## config.mk

```make
export PLATFORM = sky130hd
export DESIGN_NAME = slif_cell
export DESIGN_NICKNAME = d
export VERILOG_FILES = /design/src/rtl/core/slif_pkg.sv /design/src/rtl/core/slif_cell.sv
export SDC_FILE = /design/constraint.sdc
export NUM_CORES = 1
export LEC_CHECK = 0
export BUFFER_PORTS_ARGS = -buffer_cell sky130_fd_sc_hd__buf_2
export CORE_MARGIN = 5
export CORE_UTILIZATION = 47
export DETAILED_ROUTE_END_ITERATION = 6
export PLACE_DENSITY_LB_ADDON = 0.05
export SLEW_MARGIN = 15
export SYNTH_ARGS = -nofsm -noshare
export SYNTH_HDL_FRONTEND = slang
export SYNTH_SLANG_ARGS = --single-unit
```

## constraint.sdc

```tcl
create_clock -name clock -period 5.5 [get_ports clock]
set_input_delay 0.55 -clock clock [delete_from_list [all_inputs] [get_ports clock]]
set_output_delay 0.55 -clock clock [all_outputs]
set_load 0.02 [all_outputs]
```

## src/rtl/core/slif_pkg.sv

```systemverilog
`default_nettype none
package slif_pkg;

   localparam int CAPACITY    = 64;
   localparam int VALUE_WIDTH = 32;
   localparam int ITEM_W      = 32;
   localparam int LENGTH_W    = 7;
   localparam int IDX_W       = (CAPACITY > 1) ? $clog2(CAPACITY) : 1;
   localparam int LEN_W       = $clog2(CAPACITY + 1);

   typedef enum logic [1:0] {
      OP_INSERT = 2'd0,
      OP_PUSH   = 2'd1,
      OP_FIND   = 2'd2,
      OP_CLEAR  = 2'd3
   } op_type;

   typedef enum logic {
      ST_IDLE,
      ST_APPLY
   } state_type;

   typedef logic signed [VALUE_WIDTH-1:0] value_type;

   typedef struct packed {
      op_type                   operation;
      logic signed [ITEM_W-1:0] item;
   } req_type;

   typedef struct packed {
      logic                found;
      logic                full_drop;
      logic [LENGTH_W-1:0] length;
   } rsp_type;

   // broadcast to every cell in the update cycle
   typedef struct packed {
      logic             insert;
      logic             clear;
      logic [LEN_W-1:0] pos;
      logic [LEN_W-1:0] len;
      value_type        item;
   } ctl_type;

   // per-cell compare results, registered at request accept
   typedef struct packed {
      logic lt;
      logic pair;
      logic hit;
   } stat_type;

   function automatic value_type to_value(input logic signed [ITEM_W-1:0] item);
      return value_type'(item);
   endfunction

endpackage
`default_nettype wire

```

## src/rtl/core/slif_cell.sv

```systemverilog
`default_nettype none
module slif_cell
   import slif_pkg::*;
(
   input  wire  logic             clock,
   input  wire  logic             reset,
   input  wire  logic [IDX_W-1:0] index,
   input  wire  logic             capture,
   input  wire  value_type        req_value,
   input  wire  value_type        left_value,
   input  wire  logic             right_lt,
   input  wire  logic             right_valid,
   input  wire  ctl_type          ctl,
   output logic                   lt_now,
   output logic                   valid,
   output value_type              value,
   output stat_type               stat
);

   value_type  value_ff, value_in;
   logic       valid_ff, valid_in;
   stat_type   stat_ff, stat_in;
   logic [LEN_W-1:0] my_idx;
   logic       do_load, do_shift;

   assign my_idx = LEN_W'(index);
   assign lt_now = valid_ff && (value_ff < req_value);

   always_comb begin
      stat_in.lt   = lt_now;
      stat_in.pair = right_valid && lt_now && !right_lt;
      stat_in.hit  = valid_ff && (value_ff == req_value);
   end

   assign do_load  = ctl.insert && (my_idx == ctl.pos);
   assign do_shift = ctl.insert && (my_idx > ctl.pos) && (my_idx <= ctl.len);

   always_comb begin
      value_in = value_ff;
      if (do_load) begin
         value_in = ctl.item;
      end else if (do_shift) begin
         value_in = left_value;
      end
   end

   always_comb begin
      valid_in = valid_ff;
      if (ctl.clear) begin
         valid_in = 1'b0;
      end else if (ctl.insert && (my_idx == ctl.len)) begin
         valid_in = 1'b1;
      end
   end

   always_ff @(posedge clock) begin
      value_ff <= value_in;
      if (capture) begin
         stat_ff <= stat_in;
      end
   end

   always_ff @(posedge clock) begin
      if (reset) begin
         valid_ff <= 1'b0;
      end else begin
         valid_ff <= valid_in;
      end
   end

   assign valid = valid_ff;
   assign value = value_ff;
   assign stat  = stat_ff;

endmodule
`default_nettype wire

```

Yosys cells after proc, flatten, opt, wreduce, memory -nomap -nowiden
Cells that the tools add are included.
{"block": "totals", "ff_bits": 36, "input_bits": 123}
{"block": "classes", "magnitude_cmp": 3, "eq_ne": 3, "muxes": 2, "reduce_logical": 11}
{"op": "2-to-1 mux 32 bit", "count": 2}
{"op": "equality test 32 bit", "count": 1}
{"op": "< comparator 32 bit", "count": 1}
{"op": "equality test 6 x 7 -> 1 bit", "count": 2}
{"op": "logical AND 1 bit", "count": 8}
{"op": "greater-than comparator 6 x 7 -> 1 bit", "count": 1}
{"op": "less-or-equal comparator 6 x 7 -> 1 bit", "count": 1}
{"op": "nonzero test 2 bit", "count": 1}
{"op": "OR reduction 2 bit", "count": 1}
{"op": "logical NOT 1 bit", "count": 1}

Depth between registers and ports, before layout
Gate-level depths: netlist (run 1).
{"block": "logic_depth", "ltp_word": 5, "mapped_depth": 9, "ltp_nobuf": 9}

Worst setup path before layout (run 1)
No wires, ideal clock.
{"block": "synth_timing", "path_type": "input-to-reg", "start": "input port ctl[33] (netlist bit)", "end": "register value_ff[0] (netlist: value[0]), enable pin", "setup_time_ns": 0.433, "arrival_ns": 3.071, "setup_slack_ns": 1.996, "stages": 8, "cell_sequence": "inv_1 -> ha_1 -> nor2b_1 -> o21ai_0 -> a21oi_1 -> a211oi_1 -> o31ai_1 -> o22ai_1"}
{"block": "synth_between", "elab_chain_len": 3}
{"item": "start, declared", "line_no": "slif_cell.sv:13", "source": "input wire ctl_type ctl,"}
{"item": "less-or-equal comparator 6 x 7 -> 1 bit", "line_no": "slif_cell.sv:36", "source": "assign do_shift = ctl.insert && (my_idx > ctl.pos) && (my_idx <= ctl.len);"}
{"item": "logical AND 1 bit", "line_no": "slif_cell.sv:36"}
{"item": "nonzero test 2 bit (no source line)"}
{"item": "end signal, assigned", "line_no": "slif_cell.sv:57", "source": "value_ff <= value_in;"}
{"item": "end, declared", "line_no": "slif_cell.sv:20", "source": "value_type value_ff, value_in;"}
No other way between the ends.
A chain may end at the register's enable or synchronous reset.

Final worst setup path (run 1)
{"block": "layout_timing", "start": "register value_ff[17] (netlist: value[17])", "end": "output port lt_now"}
{"block": "layout_between", "elab_chain_len": 2}
{"item": "< comparator 32 bit", "line_no": "slif_cell.sv:27", "source": "assign lt_now = valid_ff && (value_ff < req_value);"}
{"item": "logical AND 1 bit", "line_no": "slif_cell.sv:27"}
{"item": "end, declared", "line_no": "slif_cell.sv:14", "source": "output logic lt_now,"}
No other way between the ends.

==> results of run 1 <==
## layer usage
metal | vias to the layer above | wire, microns | track usage | share of wire
met5 | - | 0 | 0 | 0
met4 | 0 | 105 | 0.0460 | 0.016
met3 | 10 | 711 | 0.0748 | 0.11
met2 | 98 | 3200 | 0.321 | 0.50
met1 | 977 | 2420 | 0.189 | 0.38
li1 | 1189 | - | - | -
## worst reg2reg max path, cell delays in order, from the launching register on
cell and delay (ns):
edfxtp_1 0.39, ha_1 0.32, a21oi_1 0.17, o21ai_1 0.09, a221oi_1 0.25, nor2_1 0.07, a2111oi_0 0.54, o21a_2 0.23
mux2i_1 0.24
## logic make-up (layout without fill, tap and decap cells)
logic type,Yosys count,in the layout,share of synthesized area
buffers and inverters,49,212,0.0708
DFF,36,36,0.404
AOI/OAI and AO/OA,32,32,0.0812
adders and majority gates,44,44,0.208
and+or+nand+nor,42,42,0.0930
muxes,34,34,0.143
## cells in the final DEF (no fill, tap or decap), types with 4 or more instances in the layout
cell	n
nand4_1	5
a21oi_1	14
nand2_1	10
buf_2	159
mux2_1	30
inv_1	46
ha_1	44
nor2_1	4
clkbuf_8	5
nand3_1	6
edfxtp_1	35
## power groups by stage
| stage | combinational [W] | sequential, W | clock [W] |
|---|---|---|---|
| finish | 0.000177 | 0.000327 | 0.000177 |
| CTS | 0.000180 | 0.000328 | 0.000181 |
| floorplan | 0.0000791 | 0.000354 | 0 |
| global placement | 0.000175 | 0.000333 | 0 |
| detailed placement | 0.000178 | 0.000334 | 0 |
| global route | 0.000201 | 0.000329 | 0.000198 |
## cell type report
class | instances | area [sq um] | share of cell area
Clock buffer | 6 | 72.6 | 0.0200
Clock inverter | 1 | 5.00 | 0.00138
Inverter | 46 | 173 | 0.0477
Multi-Input combinational cell | 152 | 1410 | 0.390
Sequential cell | 36 | 1070 | 0.296
Tap cell | 72 | 90.1 | 0.0249
Timing Repair Buffer | 159 | 796 | 0.220
## cells in the mapped netlist
master / instances / share of area
inv_1: 46 / 0.065
ha_1: 44 / 0.21
edfxtp_1: 35 / 0.40
mux2_1: 30 / 0.13
a21oi_1: 14 / 0.026
nand2_1: 10 / 0.014
nand3_1: 6 / 0.011
nand4_1: 5 / 0.012
nor2_1: 5 / 0.0071
buf_2: 3 / 0.0057
nor2b_1: 3 / 0.0071
o21ai_0: 3 / 0.0057
a211oi_1: 2 / 0.0057
a21o_1: 2 / 0.0057
a221oi_1: 2 / 0.0066
mux2_2: 2 / 0.0085
mux2i_1: 2 / 0.0076
nand4_2: 2 / 0.0094
nand4b_1: 2 / 0.0066
nor4_1: 2 / 0.0047
a2111oi_0: 1 / 0.0033
a21o_2: 1 / 0.0033
a221oi_2: 1 / 0.0057
and4_1: 1 / 0.0033
dfxtp_1: 1 / 0.0076
nand2b_1: 1 / 0.0024
nor3_1: 1 / 0.0019
o21a_1: 1 / 0.0028
o21a_2: 1 / 0.0033
o21ai_1: 1 / 0.0019
o221ai_2: 1 / 0.0057
o22ai_1: 1 / 0.0024
o31ai_1: 1 / 0.0028
or2b_1: 1 / 0.0028
or3b_2: 1 / 0.0033
or4_1: 1 / 0.0028
or4_4: 1 / 0.0042
## per-stage QoR
step                hold slack (ns)  instances
finish                        0.422        472
global route                  0.406        472
CTS                           0.413        472
detailed placement            0.578        465
global placement              0.572        465
floorplan                     0.615        237
## flip-flops by register name (all words and copies together) (netlist names)
register  flops
valid         1
value        32
stat          3
## how the worst min path moves through the flow
stage | start | to | slack, ns | cells past startpoint
CTS | reset | valid$_SDFFE_PP0P_ | 0.41 | 2
global route | reset | valid$_SDFFE_PP0P_ | 0.41 | 2
floorplan | valid$_SDFFE_PP0P_ | valid$_SDFFE_PP0P_ | 0.61 | 2
global placement | valid$_SDFFE_PP0P_ | valid$_SDFFE_PP0P_ | 0.57 | 2
detailed placement | valid$_SDFFE_PP0P_ | valid$_SDFFE_PP0P_ | 0.58 | 2
finish | reset | valid$_SDFFE_PP0P_ | 0.42 | 2
==> out/qor.yml, run 1 <==
clocking:
  h-tree-depth: 2
  tritoncts: "built"
  cts_root_buf: "clkbuf_8"
  cts_buffers: 5
  path_clk_slew_ns: 0.07
  cts_setup_buffers: 0
  cts_resized: 0
  cts_hold_buffers: 0
  clk_latency_ns: 0.28
  clock_path_buffers: 2
  clkSinkCount: 36
sta:
  final.setup.worst_slack_ns: 2.14
  period_minus_slack_ns: 3.36
  finalSetupViolCount: 0
  slew_violations: 0
  hold_viol: 0
  rsz0062_at_grt: "false"
  fmax_mhz: 297
  tns_ns: 0
  final.setup_skew_ns: 0.00674
  slew_headroom: 0.271
  finalCritPeriodShare: 0.612
  tightest_slew_ns: 1.09
placement:
  hpwl_microns: 5490
  place_congestion: 0.794
  pre_cts_ws_ns: 2.19
  placed_area_sq_um: 3540
  portBuffers: 159
detailed_routing:
  routed_via_density: 4.82
  wl_per_cell_microns: 13.6
  first_iter_violations: 39
  antenna_left: 0
  first_pass_iters: 4
  vias: 2274
  routed_wl_microns: 6440
  remaining_drc_errors: 0
worst_setup_path:
  worstPathRequired_ns: 4.95
  timing.rr.end: "stat[2]$_DFFE_PP_"
  crit_buf_inv: 1
  cp_slowest_cell: "a2111oi_0"
  cp_num_cells: 9
  cp-start-kind: "flip-flop"
  cp-startpoint: "value[17]$_DFFE_PP_"
  end_kind: "output port"
  r2r-start: "value[17]$_DFFE_PP_"
  crit_arrival_ns: 2.81
  reg2reg_slack_ns: 3.01
  slowest_delay_ns: 0.54
  rr_worst_depth: 8
  endpoint: "lt_now"
  path_class: "reg -> out"
  path_delay_family: "compound AO/OA/AOI/OAI gates"
  cp_cell_sequence: "ha_1 -> a21oi_1 -> o21ai_1 -> a221oi_1 -> nor2_1 -> a2111oi_0 -> o21a_2 -> mux2i_1 -> buf_2"
  critPathMaxFanout: 2
cells_and_area:
  synthToLayoutAreaGrowth_pct: 36.6
  antenna_cells: 0
  fillers: 472
  fin_area_sq_um: 3620
  final_core_util: 0.658
  nNetsFinal: 567
  final_layout_size_suffix_gt1_frac: 0.443
run:
  drv_cap: 0
synthesis:
  syn-instance-count: 237
  synth_nets: 404
  postSynthAreaPerCell_sq_um: 11.2
  synth_warnings: 0
  syn_area_sq_um: 2650
  yosysSeqAreaShare: 0.404
  synth_cell_type_count: 37
  yosys_register_bits: 36
floorplan:
  dieArea_sq_um: 7240
  chipWidth_microns: 85.1
  initial_core_util: 0.481
  ios: 160
  die_height_microns: 85.1
  core_sq_um: 5510
  fp-row-count: 27
global_routing:
  antenna_found_initial: 0
  overflow: 0
  grt_pass1_wl_microns: 10400
  grt_pass1_vias: 2391
  grt_start_max_net_pins: 33
  grt_use_total: 0.178
pwr:
  total_power_w: 0.000682
  seq_power_share: 0.480
  p_int_w: 0.000492
  switching_share: 0.279
  netSwitchingPower_w: 0.000190
  leakagePower_nw: 1.87
  power_density_nw_per_um2: 188
  comb_power_share: 0.260
  ir_worst_vdd_mv: 0.146
  clkPwrFrac: 0.260
hold_path:
  hp-class: "in -> reg"
outcome:
  status: "completed"
Note: power is estimated with default switching activity, not from simulation.
==> run 2, diff against run 1 <==
--- a/config.mk
+++ b/config.mk
@@ -7,7 +7,7 @@
 export LEC_CHECK = 0
 export BUFFER_PORTS_ARGS = -buffer_cell sky130_fd_sc_hd__buf_2
 export CORE_MARGIN = 5
-export CORE_UTILIZATION = 47
+export CORE_UTILIZATION = 44
 export DETAILED_ROUTE_END_ITERATION = 6
 export PLACE_DENSITY_LB_ADDON = 0.05
 export SLEW_MARGIN = 15
==> constraint.sdc (replaced) <==
create_clock -name clock -period 3.2 [get_ports clock]
set_input_delay 0.32 -clock clock [delete_from_list [all_inputs] [get_ports clock]]
set_output_delay 0.32 -clock clock [all_outputs]
set_load 0.02 [all_outputs]
==> out/qor.yml, run 2 (synthesized netlist as in run 1, its figures left out) <==
sta:
  tightest_slew_ns: 1.07  # -0.0194 ns
  slew_headroom: 0.284  # +0.0130
  slew_violations: 0  # unchanged
  tns_ns: 0  # unchanged
  rsz0062_at_grt: "false"
  finalSetupViolCount: 0  # unchanged
  hold_viol: 0  # unchanged
  final.setup_skew_ns: 0.00549  # -0.00126 ns
  fmax_mhz: 336
  finalCritPeriodShare: 0.931
  whs_ns: 0.200  # -0.222 ns
  period_minus_slack_ns: 2.98
cells_and_area:
  fillers: 516  # +9.3%
  final_common_cell: "buf_2"
  antenna_cells: 0  # unchanged
  nNetsFinal: 568  # +0.18%
  instances_no_fill: 477  # +1.1%
  final_layout_size_suffix_gt1_frac: 0.448  # +0.00526
  synthToLayoutAreaGrowth_pct: 38.8
  largest_reg_flops: 32  # unchanged
  final_cell_mix: "buf_2, inv_1, ha_1, edfxtp_1, mux2_1"
pwr:
  leakagePower_nw: 1.89  # +1.3%
  p_int_w: 0.000930  # +89%
  power_density_nw_per_um2: 343  # +82%
  comb_power_share: 0.246  # -0.014
  seq_power_share: 0.446  # -0.034
  netSwitchingPower_w: 0.000333  # +75%
  switching_share: 0.264  # -0.0157
  ir_worst_vdd_mv: 0.190  # +30%
  clkPwrFrac: 0.308  # +0.048
worst_setup_path:
  cp_slowest_cell: "edfxtp_1"
  cp_cell_sequence: "ha_1 -> a21oi_1 -> o21ai_0 -> a221oi_1 -> o221ai_2 -> a221oi_2 -> o21a_2 -> mux2i_1 -> buf_2"
  cp-start-kind: "flip-flop"
  end_kind: "output port"
  crit_arrival_ns: 2.66  # -0.15 ns
  r2r-start: "value[5]$_DFFE_PP_"
  rr_worst_depth: 8  # unchanged
  path_class: "reg -> out"
  timing.rr.end: "stat[2]$_DFFE_PP_"
  critPathMaxFanout: 2  # unchanged
  slowest_delay_ns: 0.39  # -0.15 ns
  worstPathRequired_ns: 2.88  # -2.07 ns
  reg2reg_slack_ns: 0.87  # -2.14 ns
clocking:
  cts_setup_buffers: 0  # unchanged
  clock_path_buffers: 2  # unchanged
  clk_latency_ns: 0.28  # about the same
  tritoncts: "built"
  path_clk_slew_ns: 0.07  # about the same
  cts_root_buf: "clkbuf_8"
  clkSinkCount: 36  # unchanged
  h-tree-depth: 2  # unchanged
  cts_buffers: 5  # unchanged
detailed_routing:
  remaining_drc_errors: 0  # unchanged
  antenna_left: 0  # unchanged
  vias: 2306  # +1.4%
  routed_via_density: 4.83  # +0.34%
  first_pass_iters: 4  # unchanged
  wl_per_cell_microns: 13.9  # +1.8%
  first_iter_violations: 50  # +28%
  routed_wl_microns: 6620  # +2.8%
hold_path:
  hp-class: "in -> reg"
  whs_path_depth: 2  # unchanged
  hold_start: "reset"
  hold_end: "valid$_SDFFE_PP0P_"
floorplan:
  fp-row-count: 28  # +3.7%
  die_height_microns: 87.6  # +3.0%
  initial_core_util: 0.450  # -0.0310
  chipWidth_microns: 87.6  # +3.0%
  core_sq_um: 5890  # +6.9%
  ios: 160  # unchanged
  dieArea_sq_um: 7680  # +6.0%
global_routing:
  antenna_found_initial: 0  # unchanged
  grt_start_max_net_pins: 33  # unchanged
  grt_pass1_vias: 2309  # -3.4%
  grt_use_total: 0.170  # -0.00717
  overflow: 0  # unchanged
  grt_pass1_wl_microns: 10200  # -1.9%
run:
  drv_cap: 0  # unchanged
placement:
  hpwl_microns: 5730  # +4.3%
  portBuffers: 159  # unchanged
  place_congestion: 0.848  # +6.9%
  dp_cells: 469  # +0.86%
outcome:
  status: "completed"
-- run 2: cell types whose count changed in the layout (fill, tap and decap cells not counted) --
cell | previous run | this run
a2111oi_2 | 0 | 1
buf_12 | 0 | 1
bufinv_16 | 0 | 1
a2111oi_0 | 1 | 0
-- run 2: layout make-up --
| cell class | instances | area (sq um) | share of cell area |
|---|---|---|---|
| Clock buffer | 6 | 72.6 | 0.0197 |
| Clock inverter | 2 | 35.0 | 0.00952 |
| Inverter | 46 | 173 | 0.0469 |
| Multi-Input combinational cell | 152 | 1420 | 0.386 |
| Sequential cell | 36 | 1070 | 0.291 |
| Tap cell | 75 | 93.8 | 0.0255 |
| Timing Repair Buffer | 160 | 816 | 0.222 |
-- run 2: worst max-delay path: cells and delay by family, from the launching register on --
| family | cells | cell delay, ns |
|---|---|---|
| multiplexers | 1 | 0.24 |
| buffers and inverters | 1 | 0.21 |
| AO/OA/AOI/OAI | 6 | 1.21 |
| adder cells (fa/ha/maj) | 1 | 0.32 |
| flip-flops | 1 | 0.39 |
-- run 2: metal layers --
| layer | GRT usage | share of wire |
|---|---|---|
| met5 | 0 | 0 |
| met4 | 0.0377 | 0.0082 |
| met3 | 0.0546 | 0.10 |
| met2 | 0.321 | 0.50 |
| met1 | 0.185 | 0.38 |
-- run 2: how the worst max path moves through the flow --
stage                             start      to  depth (start not counted)
floorplan            value[7]$_DFFE_PP_  lt_now                          8
global placement          req_value[19]  lt_now                         11
detailed placement        req_value[19]  lt_now                         11
CTS                 value[17]$_DFFE_PP_  lt_now                          9
global route         value[5]$_DFFE_PP_  lt_now                          9
finish               value[5]$_DFFE_PP_  lt_now                          9
-- run 2: timing repair --
action,4_1_cts,5_1_grt
setup endpoints to repair,0,1
endpoints found under the hold margin,0,0
hold buffers,0,0
resized for setup,0,2
-- run 2: metrics by stage --
step	total power, W	setup WS, ns	util	area (sq um)
after global routing	0.00134	0.00253	0.625	3680
after CTS	0.00128	0.122	0.624	3670
after global placement	0.000876	0.433	0.606	3570
final	0.00126	0.222	0.625	3680
after floorplan	0.000745	0.517	-	2660
after detailed placement	0.000886	0.443	0.606	3570
-- run 2: power by group through the flow --
stage               registers (W)  clock network, W  logic (W)
floorplan                0.000608                 0   0.000137
global placement         0.000572                 0   0.000303
detailed placement       0.000574                 0   0.000312
CTS                      0.000564          0.000403   0.000314
global route             0.000567          0.000427   0.000350
finish                   0.000563          0.000390   0.000310
